$ cat src/hw/rtl/tfb_pkg.sv
// shared constants, codes and helpers of the telemetry frame builder
`default_nettype none

package tfb_pkg;

    // field and register widths
    localparam int SCALE_W       = 14;
    localparam int SAMPLE_W      = 32;
    localparam int VALUE_W       = 16;
    localparam int NUM_SAMPLES   = 6;
    localparam int FRAC_BITS_DEF = 16;

    // frame bytes
    localparam logic [7:0] HDR0    = 8'hAA;
    localparam logic [7:0] HDR1    = 8'hFF;
    localparam logic [7:0] ID_SIX  = 8'h01;
    localparam logic [7:0] ID_ATT  = 8'h03;
    localparam logic [7:0] ID_QUAT = 8'h04;

    // request kind codes
    localparam logic [1:0] OP_SIX  = 2'd0;
    localparam logic [1:0] OP_ATT  = 2'd1;
    localparam logic [1:0] OP_QUAT = 2'd2;
    localparam logic [1:0] OP_NONE = 2'd3;

    // register indexes
    localparam logic [1:0] REG_MOTION = 2'd0;
    localparam logic [1:0] REG_ANGLE  = 2'd1;
    localparam logic [1:0] REG_QUAT   = 2'd2;
    localparam logic [1:0] REG_STATUS = 2'd3;

    // register reset values
    localparam logic [SCALE_W-1:0] MOTION_RST = SCALE_W'(1000);
    localparam logic [SCALE_W-1:0] ANGLE_RST  = SCALE_W'(100);
    localparam logic [SCALE_W-1:0] QUAT_RST   = SCALE_W'(1);
    localparam logic [7:0]         STATUS_RST = 8'd1;

    typedef enum logic [2:0] {
        S_IDLE = 3'b001,
        S_MUL  = 3'b010,
        S_EMIT = 3'b100
    } t_state;

    // two's complement magnitude, fits 32 bits even for the most negative value
    function automatic logic [SAMPLE_W-1:0] magnitude(input logic [SAMPLE_W-1:0] v);
        magnitude = v[SAMPLE_W-1] ? (~v + SAMPLE_W'(1)) : v;
    endfunction

endpackage

`default_nettype wire

$ cat src/hw/rtl/telemetry_frame_builder.sv
// telemetry frame builder: bit-serial scaling of samples and byte-wise frame output
//
//  channel   direction  handshake                  word
//  request   in         i_valid / o_stall          i_op, i_sample_0 .. i_sample_5
//  frame     out        o_valid / i_stall          o_out_byte, o_frame_end
//  config    in         psel penable pwrite pready paddr, pwdata, prdata
//
//  a request is scaled value by value and then sent as a frame of 2*N+7 bytes, N values per kind
//  (six-axis 6, attitude 3, quaternion 4)
//  the shift-add multiplier retires one scale bit per cycle, 14 bits plus a finish step
//  per value; bytes then leave at one per cycle from the output register unless stalled
//  reset (synchronous, active low) returns the sequencer to idle and reloads the registers
//  an output stall holds the byte in the output register; the next request is taken
//  while the final byte of a frame still waits
`default_nettype none

module telemetry_frame_builder #(
    parameter int FRAC_BITS = tfb_pkg::FRAC_BITS_DEF
) (
    input  wire                                 i_clk,
    input  wire                                 i_rst_n,
    // request channel
    input  wire                                 i_valid,
    output logic                                o_stall,
    input  wire  [1:0]                          i_op,
    input  wire  signed [tfb_pkg::SAMPLE_W-1:0] i_sample_0,
    input  wire  signed [tfb_pkg::SAMPLE_W-1:0] i_sample_1,
    input  wire  signed [tfb_pkg::SAMPLE_W-1:0] i_sample_2,
    input  wire  signed [tfb_pkg::SAMPLE_W-1:0] i_sample_3,
    input  wire  signed [tfb_pkg::SAMPLE_W-1:0] i_sample_4,
    input  wire  signed [tfb_pkg::SAMPLE_W-1:0] i_sample_5,
    // frame channel
    output logic                                o_valid,
    input  wire                                 i_stall,
    output logic [7:0]                          o_out_byte,
    output logic                                o_frame_end,
    // configuration port
    input  wire                                 psel,
    input  wire                                 penable,
    input  wire                                 pwrite,
    input  wire  [3:0]                          paddr,
    input  wire  [31:0]                         pwdata,
    output logic [31:0]                         prdata,
    output logic                                pready
);

    localparam int SCALE_W = tfb_pkg::SCALE_W;
    localparam int SMP_W   = tfb_pkg::SAMPLE_W;
    localparam int VAL_W   = tfb_pkg::VALUE_W;
    localparam int ACC_W   = SMP_W + SCALE_W;
    localparam int STEP_W  = $clog2(SCALE_W + 1);
    localparam logic [STEP_W-1:0] STEP_LAST = STEP_W'(SCALE_W);

    // configuration registers
    logic [SCALE_W-1:0] r_motion_scale;
    logic [SCALE_W-1:0] r_angle_scale;
    logic [SCALE_W-1:0] r_quat_scale;
    logic [7:0]         r_status_byte;

    // sequencer
    tfb_pkg::t_state r_state;

    // request context
    logic [2:0]         r_count;
    logic               r_little;
    logic [7:0]         r_id;
    logic [SCALE_W-1:0] r_scale;

    // serial multiplier
    logic [SMP_W-1:0]   r_samp [tfb_pkg::NUM_SAMPLES-1];
    logic [SMP_W-1:0]   r_mag;
    logic               r_neg;
    logic [SCALE_W-1:0] r_sc;
    logic [ACC_W-1:0]   r_acc;
    logic [STEP_W-1:0]  r_step;
    logic [2:0]         r_vidx;
    logic [VAL_W-1:0]   r_held [tfb_pkg::NUM_SAMPLES];

    // emission
    logic [4:0] r_byte;
    logic [7:0] r_sum;
    logic [7:0] r_add;
    logic       r_o_valid;
    logic [7:0] r_o_byte;
    logic       r_o_end;

    // apb
    logic       cfg_wr;
    logic [1:0] cfg_idx;

    assign pready  = 1'b1;
    assign cfg_idx = paddr[3:2];
    assign cfg_wr  = psel && penable && pwrite && pready;

    always_ff @(posedge i_clk) begin
        if (!i_rst_n) begin
            r_motion_scale <= tfb_pkg::MOTION_RST;
            r_angle_scale  <= tfb_pkg::ANGLE_RST;
            r_quat_scale   <= tfb_pkg::QUAT_RST;
            r_status_byte  <= tfb_pkg::STATUS_RST;
        end else if (cfg_wr) begin
            unique case (cfg_idx)
                tfb_pkg::REG_MOTION: r_motion_scale <= pwdata[SCALE_W-1:0];
                tfb_pkg::REG_ANGLE:  r_angle_scale  <= pwdata[SCALE_W-1:0];
                tfb_pkg::REG_QUAT:   r_quat_scale   <= pwdata[SCALE_W-1:0];
                tfb_pkg::REG_STATUS: r_status_byte  <= pwdata[7:0];
                default: ;
            endcase
        end
    end

    always_comb begin
        prdata = '0;
        unique case (cfg_idx)
            tfb_pkg::REG_MOTION: prdata = {{(32-SCALE_W){1'b0}}, r_motion_scale};
            tfb_pkg::REG_ANGLE:  prdata = {{(32-SCALE_W){1'b0}}, r_angle_scale};
            tfb_pkg::REG_QUAT:   prdata = {{(32-SCALE_W){1'b0}}, r_quat_scale};
            tfb_pkg::REG_STATUS: prdata = {24'd0, r_status_byte};
            default:             prdata = '0;
        endcase
    end

    // kind decode of the incoming request
    logic               d_known;
    logic [2:0]         d_count;
    logic               d_little;
    logic [7:0]         d_id;
    logic [SCALE_W-1:0] d_scale;

    always_comb begin
        d_known  = 1'b1;
        d_count  = 3'd6;
        d_little = 1'b0;
        d_id     = tfb_pkg::ID_SIX;
        d_scale  = r_motion_scale;
        unique case (i_op)
            tfb_pkg::OP_SIX: begin
                d_count = 3'd6;
                d_id    = tfb_pkg::ID_SIX;
                d_scale = r_motion_scale;
            end
            tfb_pkg::OP_ATT: begin
                d_count  = 3'd3;
                d_little = 1'b1;
                d_id     = tfb_pkg::ID_ATT;
                d_scale  = r_angle_scale;
            end
            tfb_pkg::OP_QUAT: begin
                d_count = 3'd4;
                d_id    = tfb_pkg::ID_QUAT;
                d_scale = r_quat_scale;
            end
            default: d_known = 1'b0;   // undefined kind, request dropped
        endcase
    end

    logic in_acc;
    assign o_stall = (r_state != tfb_pkg::S_IDLE);
    assign in_acc  = i_valid && !o_stall;

    // truncate toward zero and saturate the finished product
    logic             sat_big;
    logic [14:0]      sat_mag;
    logic [VAL_W-1:0] sat_val;

    always_comb begin
        sat_big = |r_acc[ACC_W-1:FRAC_BITS+15];
        sat_mag = r_acc[FRAC_BITS+14:FRAC_BITS];
        if (r_neg) begin
            sat_val = sat_big ? 16'h8000 : (16'd0 - {1'b0, sat_mag});
        end else begin
            sat_val = sat_big ? 16'h7FFF : {1'b0, sat_mag};
        end
    end

    // frame byte at the current position
    logic [4:0] stat_pos;
    logic [4:0] sum_pos;
    logic [4:0] pay_j;
    logic [7:0] e_byte;
    logic       e_end;
    logic [VAL_W-1:0] e_word;

    always_comb begin
        stat_pos = {1'b0, r_count, 1'b0} + 5'd4;
        sum_pos  = stat_pos + 5'd1;
        pay_j    = r_byte - 5'd4;
        e_end    = 1'b0;
        e_word   = '0;
        if (r_byte == 5'd0) begin
            e_byte = tfb_pkg::HDR0;
        end else if (r_byte == 5'd1) begin
            e_byte = tfb_pkg::HDR1;
        end else if (r_byte == 5'd2) begin
            e_byte = r_id;
        end else if (r_byte == 5'd3) begin
            e_byte = {4'd0, r_count, 1'b1};   // payload plus status length
        end else if (r_byte < stat_pos) begin
            e_word = r_held[pay_j[3:1]];
            e_byte = (pay_j[0] == r_little) ? e_word[15:8] : e_word[7:0];
        end else if (r_byte == stat_pos) begin
            e_byte = r_status_byte;
        end else if (r_byte == sum_pos) begin
            e_byte = r_sum;
        end else begin
            e_byte = r_add;
            e_end  = 1'b1;
        end
    end

    logic ld;
    assign ld = (r_state == tfb_pkg::S_EMIT) && (!r_o_valid || !i_stall);

    // control
    always_ff @(posedge i_clk) begin
        if (!i_rst_n) begin
            r_state   <= tfb_pkg::S_IDLE;
            r_o_valid <= 1'b0;
            r_step    <= '0;
            r_vidx    <= '0;
            r_byte    <= '0;
        end else begin
            if (ld) begin
                r_o_valid <= 1'b1;
            end else if (r_o_valid && !i_stall) begin
                r_o_valid <= 1'b0;
            end
            unique case (r_state)
                tfb_pkg::S_IDLE: begin
                    if (in_acc && d_known) begin
                        r_state <= tfb_pkg::S_MUL;
                        r_step  <= '0;
                        r_vidx  <= '0;
                    end
                end
                tfb_pkg::S_MUL: begin
                    if (r_step != STEP_LAST) begin
                        r_step <= r_step + STEP_W'(1);
                    end else begin
                        r_step <= '0;
                        if (r_vidx == r_count - 3'd1) begin
                            r_state <= tfb_pkg::S_EMIT;
                            r_byte  <= '0;
                        end else begin
                            r_vidx <= r_vidx + 3'd1;
                        end
                    end
                end
                tfb_pkg::S_EMIT: begin
                    if (ld) begin
                        r_byte <= r_byte + 5'd1;
                        if (e_end) begin
                            r_state <= tfb_pkg::S_IDLE;
                        end
                    end
                end
                default: r_state <= tfb_pkg::S_IDLE;
            endcase
        end
    end

    // datapath
    always_ff @(posedge i_clk) begin
        if (in_acc && d_known) begin
            r_count  <= d_count;
            r_little <= d_little;
            r_id     <= d_id;
            r_scale  <= d_scale;
            r_sc     <= d_scale;
            r_acc    <= '0;
            r_mag    <= tfb_pkg::magnitude(i_sample_0);
            r_neg    <= i_sample_0[SMP_W-1];
            r_samp[0] <= i_sample_1;
            r_samp[1] <= i_sample_2;
            r_samp[2] <= i_sample_3;
            r_samp[3] <= i_sample_4;
            r_samp[4] <= i_sample_5;
        end else if (r_state == tfb_pkg::S_MUL) begin
            if (r_step != STEP_LAST) begin
                // msb-first shift-add, one scale bit a cycle
                r_acc <= {r_acc[ACC_W-2:0], 1'b0}
                       + (r_sc[SCALE_W-1] ? {{SCALE_W{1'b0}}, r_mag} : '0);
                r_sc  <= {r_sc[SCALE_W-2:0], 1'b0};
            end else begin
                r_held[r_vidx] <= sat_val;
                r_acc <= '0;
                r_sc  <= r_scale;
                r_mag <= tfb_pkg::magnitude(r_samp[0]);
                r_neg <= r_samp[0][SMP_W-1];
                for (int k = 0; k < tfb_pkg::NUM_SAMPLES - 2; k++) begin
                    r_samp[k] <= r_samp[k+1];
                end
            end
        end
        if (r_state == tfb_pkg::S_MUL) begin
            r_sum <= '0;
            r_add <= '0;
        end else if (ld && (r_byte < sum_pos)) begin
            r_sum <= r_sum + e_byte;
            r_add <= r_add + r_sum + e_byte;
        end
        if (ld) begin
            r_o_byte <= e_byte;
            r_o_end  <= e_end;
        end
    end

    assign o_valid     = r_o_valid;
    assign o_out_byte  = r_o_byte;
    assign o_frame_end = r_o_end && r_o_valid;

    // checks
    a_end_valid: assert property (@(posedge i_clk) disable iff (!i_rst_n)
        o_frame_end |-> o_valid)
        else $error("frame end flagged without a valid byte");

    a_start_mul: assert property (@(posedge i_clk) disable iff (!i_rst_n)
        (in_acc && (i_op != tfb_pkg::OP_NONE)) |=> (r_state == tfb_pkg::S_MUL))
        else $error("known request did not start scaling");

    a_none_ignored: assert property (@(posedge i_clk) disable iff (!i_rst_n)
        (in_acc && (i_op == tfb_pkg::OP_NONE)) |=> (r_state == tfb_pkg::S_IDLE))
        else $error("undefined kind started a frame");

    a_vidx_range: assert property (@(posedge i_clk) disable iff (!i_rst_n)
        (r_state == tfb_pkg::S_MUL) |-> (r_vidx < r_count))
        else $error("value index beyond the kind's count");

    a_byte_range: assert property (@(posedge i_clk) disable iff (!i_rst_n)
        (r_state == tfb_pkg::S_EMIT) |-> (r_byte <= sum_pos + 5'd1))
        else $error("byte position beyond the frame");

endmodule

`default_nettype wire
$ cat config.mk
export PLATFORM = sky130hd
export DESIGN_NAME = telemetry_frame_builder
export DESIGN_NICKNAME = d
export VERILOG_FILES = /design/src/hw/rtl/tfb_pkg.sv /design/src/hw/rtl/telemetry_frame_builder.sv
export SDC_FILE = /design/constraint.sdc
export NUM_CORES = 1
export LEC_CHECK = 0
export BUFFER_PORTS_ARGS = -buffer_cell sky130_fd_sc_hd__buf_2
export CORE_MARGIN = 1
export CORE_UTILIZATION = 60
export CTS_BUF_LIST = sky130_fd_sc_hd__clkbuf_8
export DETAILED_ROUTE_END_ITERATION = 6
export GPL_TIMING_DRIVEN = 1
export PLACE_DENSITY = 0.87
export SLEW_MARGIN = 30
export SYNTH_ARGS = -nofsm -noshare
export SYNTH_HDL_FRONTEND = slang
export SYNTH_SLANG_ARGS = --single-unit
$ cat constraint.sdc
create_clock -name i_clk -period 6.2 [get_ports i_clk]
set_clock_uncertainty 0.2 [all_clocks]
set_input_delay 1.24 -clock i_clk [delete_from_list [all_inputs] [get_ports i_clk]]
set_output_delay 1.24 -clock i_clk [all_outputs]
set_load 0.01 [all_outputs]
==> run_results.csv <==
group,metric,value,unit
yosys,postSynth.asyncResetShare,0,%
final_layout,final_cells,3132,
yosys,syn-cell-area,0.0235,mm^2
yosys,synth_edf_count,330,
worst_hold_path,min_to,"r_acc[45]",
sta,setup_viol,0,
clock_tree,holdBufCountCts,0,
drt,dr_total_vias,18283,
grt,grt_overflow,0,
place,pre_cts_ws,818,ps
critical_path,cp_slowest_cell,"nand4_1",
pwr,power_per_cell_area,277,mW/mm^2
yosys,postSynthAreaPerCell,10.1,um^2
grt,grt_pass1_wl,88400,um
critical_path,worstPathMaxFanout,17,
die,dieHeight,200,um
critical_path,reg2reg_to,"r_add[7]",
clock_tree,cts_buffers,74,
pwr,peakVddDrop,0.000231,V
drt,via_per_inst,5.84,
yosys,synth_ff_type,"edfxtp_1",
yosys,synth.area.top_cells,"edfxtp_1 42%, dfxtp_1 11%, nand2_1 10%",
run_status,violations,"DRC",
die,start_util,60.8,%
drt,wire_per_inst,18.0,um
critical_path,worstPathRequired,6520,ps
place,dp.cells,2987,
sta,finalHoldViolCount,0,
critical_path,cp.arrival,5790,ps
sta,tightest_slew,981,ps
clock_tree,clock_sinks,458,
worst_hold_path,hp-start,"r_acc[45]",
final_layout,syn2layout_area_growth,12.9,%
drt,drtAntennaViolNets,0,
place,gp_congestion,0.963,
critical_path,path_class,"register to register",
clock_tree,cts-root-buf,"clkbuf_8",
place,port_buffers,241,
drt,drc,1,
final_layout,final_util,68.7,%
critical_path,r2r_cells,23,
worst_hold_path,holdPathStages,2,
run,cap_violations,0,
sta,fin_setup_tns,0,ps
sta,final.setup.worst_slack,737,ps
drt,routed_wl,56400,um
final_layout,finalInstanceArea,0.0265,mm^2
sta,slew_headroom,34.6,%
clock_tree,path_clk_slew,60,ps
yosys,yosysTopAreaCell,"edfxtp_1",
drt,drt-initial-drc-count,1705,
critical_path,crit_chain,"ha_1 -> inv_1 -> ha_1 -> nand4_1 -> nor2_1 -> a21oi_1 -> o21ai_0 -> mux2i_1 -> o21ai_0 -> inv_1 -> fa_1 -> inv_1 -> ha_1 -> inv_1 -> fa_1 -> nor2b_1 -> o21ai_0 -> a21boi_1 -> or4_1 -> nand3_1 -> xor2_1 -> o211ai_1 -> o31ai_1",
grt,grt_use_total,28.1,%
worst_hold_path,worstHoldPathType,"register to register",
final_layout,finalNetCount,2862,
yosys,syn_inst,2324,
clock_tree,cts_tree,"done",
run_status,status,"finished, violations left",
grt,grt_max_degree,129,
critical_path,max_stage_delay,580,ps
die,coreArea,0.0386,mm^2
yosys,ys_warn_count,0,
clock_tree,post-cts-setup-buffers,0,
sta,maxSlewViolCount,0,
sta,fmax,0.183,GHz
sta,period_minus_slack,5460,ps
critical_path,path_delay_family,"adder cells",
die,die_width,200,um
clock_tree,cts_resized,0,
yosys,ys_seq_elements,458,
critical_path,worst_r2r_startpoint,"r_count[1]",
place,place_area,0.0251,mm^2
clock_tree,ctsHtreeMaxLevel,3,
critical_path,cpMostUsedCell,"inv_1",
yosys,yosysUniqueCellTypes,71,
critical_path,path_buf_inv,4,
grt,antenna_found_initial,6,
die,dieArea,0.0400,mm^2
critical_path,end_kind,"register",
drt,dr.pass1.iters,7,
critical_path,worstSetupStartpointType,"register",
pwr,leakagePower,10.9,nW
clock_tree,cts_buffer_depth,3,
critical_path,r2r_slack,740,ps
final_layout,drive_above_1_share,16.3,%
clock_tree,clk_latency,620,ps
die,row_count,72,
sta,rsz0062_at_grt,"no",
yosys,synthDominantCellAreaShare,42.1,%
die,io_pins,281,
yosys,yosysSeqAreaShare,53.0,%
sta,fin_crit_sh,88.1,%
grt,grt_pass1_vias,17580,
place,dp_hpwl,38900,um
==> cells by family (layout without fill, tap and decap cells) <==
family	count (synthesis)	in the layout	share of synthesized area (%)
AND/OR/NAND/NOR	983	983	18.3
flip-flops	458	458	53.0
AO/OA/AOI/OAI	410	410	11.3
buffers and inverters	198	465	3.47
XOR/XNOR	112	112	4.17
multiplexers	83	83	5.24
adder cells (fa/ha/maj)	78	78	4.47
other	2	25	0.0319
==> stage by stage <==
step / power [mW] / hold WS, ps
3_3_place_gp: 4.86 / 239
2_1_floorplan: 4.58 / 226
6_report: 7.35 / 255
5_1_grt: 7.63 / 282
3_5_place_dp: 4.94 / 247
4_1_cts: 7.36 / 255
==> registers in the layout, summed over array words and instances (netlist names), 8 cells and up <==
name and count:
r_angle_scale 14, r_held 96, r_motion_scale 14, r_mag 32, r_samp 160, r_quat_scale 14, r_status_byte 8, r_scale 14
o_out_byte 8, r_sum 8, r_add 8, r_sc 14, r_acc 46
==> cells in the final DEF, fill, tap and decap left out, types with 38 or more instances in the layout <==
cell type | synthesis | routed
mux2i_1 | 51 | 51
nand2_1 | 650 | 648
inv_1 | 60 | 84
ha_1 | 68 | 68
buf_2 | 1 | 241
a21oi_1 | 75 | 75
and2_1 | 38 | 38
dfxtp_1 | 128 | 128
xor2_1 | 52 | 52
clkbuf_8 | 0 | 78
nand3_1 | 44 | 44
edfxtp_1 | 330 | 330
o21ai_0 | 85 | 85
nor2_1 | 96 | 92
xnor2_1 | 60 | 60
==> synthesized netlist by cell type, types with 9 or more instances <==
cell type,number
or4_1,9
o31ai_1,21
o21ai_1,34
mux4_2,32
a21boi_1,14
and2_1,38
nor3_1,28
xor2_1,52
inv_1,60
nand2b_1,9
edfxtp_1,330
ha_1,68
clkbuf_1,106
o21ai_0,85
a22oi_1,15
a21o_1,30
a31oi_1,24
nand4_1,13
nand3_1,44
fa_1,10
and3_1,16
buf_4,19
a211oi_1,11
o211ai_1,17
nor3b_1,10
nor2b_1,20
nor2_1,96
dfxtp_1,128
buf_1,11
mux2i_1,51
a21boi_0,22
or3_1,18
xnor2_1,60
nand2_1,650
a21oi_1,75
==> worst register-to-register path: stages, from the launching register on <==
cell      delay [ps]
edfxtp_1         460
ha_1             320
inv_1             40
ha_1             320
nand4_1          580
nor2_1           270
a21oi_1           60
o21ai_0          170
mux2i_1           90
o21ai_0          180
inv_1            150
fa_1             500
inv_1             40
ha_1             210
inv_1             80
fa_1             220
nor2b_1           60
o21ai_0          280
a21boi_1         170
or4_1            440
nand3_1          130
xor2_1           190
o211ai_1         100
o31ai_1           90
==> cell type report <==
cell class / instances / area (um^2)
multi-input cells: 1685 / 10400
repair buffers: 267 / 1450
diodes: 6 / 15.0
fillers: 2739 / 12100
well taps: 518 / 648
clock buffers: 78 / 1070
flip-flops and latches: 458 / 12500
clock inverters: 59 / 283
inverters: 61 / 230
==> how the worst max path moves through the flow <==
stage	start	to	slack (ps)	cells past startpoint
2_1_floorplan	i_op[0]	r_samp[0][0]	570	6
3_3_place_gp	r_count[2]	r_add[7]	1090	23
3_5_place_dp	r_count[1]	r_add[7]	820	23
4_1_cts	r_count[1]	r_add[7]	800	23
5_1_grt	r_count[1]	r_add[7]	480	23
6_report	r_count[1]	r_add[7]	740	23
==> where the power goes <==
part           switching [mW]  total, mW  internal [mW]
registers               0.118       3.74           3.62
logic                   0.759       1.18          0.421
clock network            1.22       2.43           1.22
total                    2.09       7.35           5.26
==> routing by layer <==
layer  routed length [um]  share of wire, %  vias to the layer above  global-route usage (%)
li1                     -                 -                     8662                       -
met3                 4410               7.8                      147                    5.76
met5                    0                 0                        -                       0
met4                 1850               3.3                        0                    12.2
met1                22300                40                     8672                    35.4
met2                27800                49                      802                    47.2
Note: power is estimated with default switching activity, not from simulation.
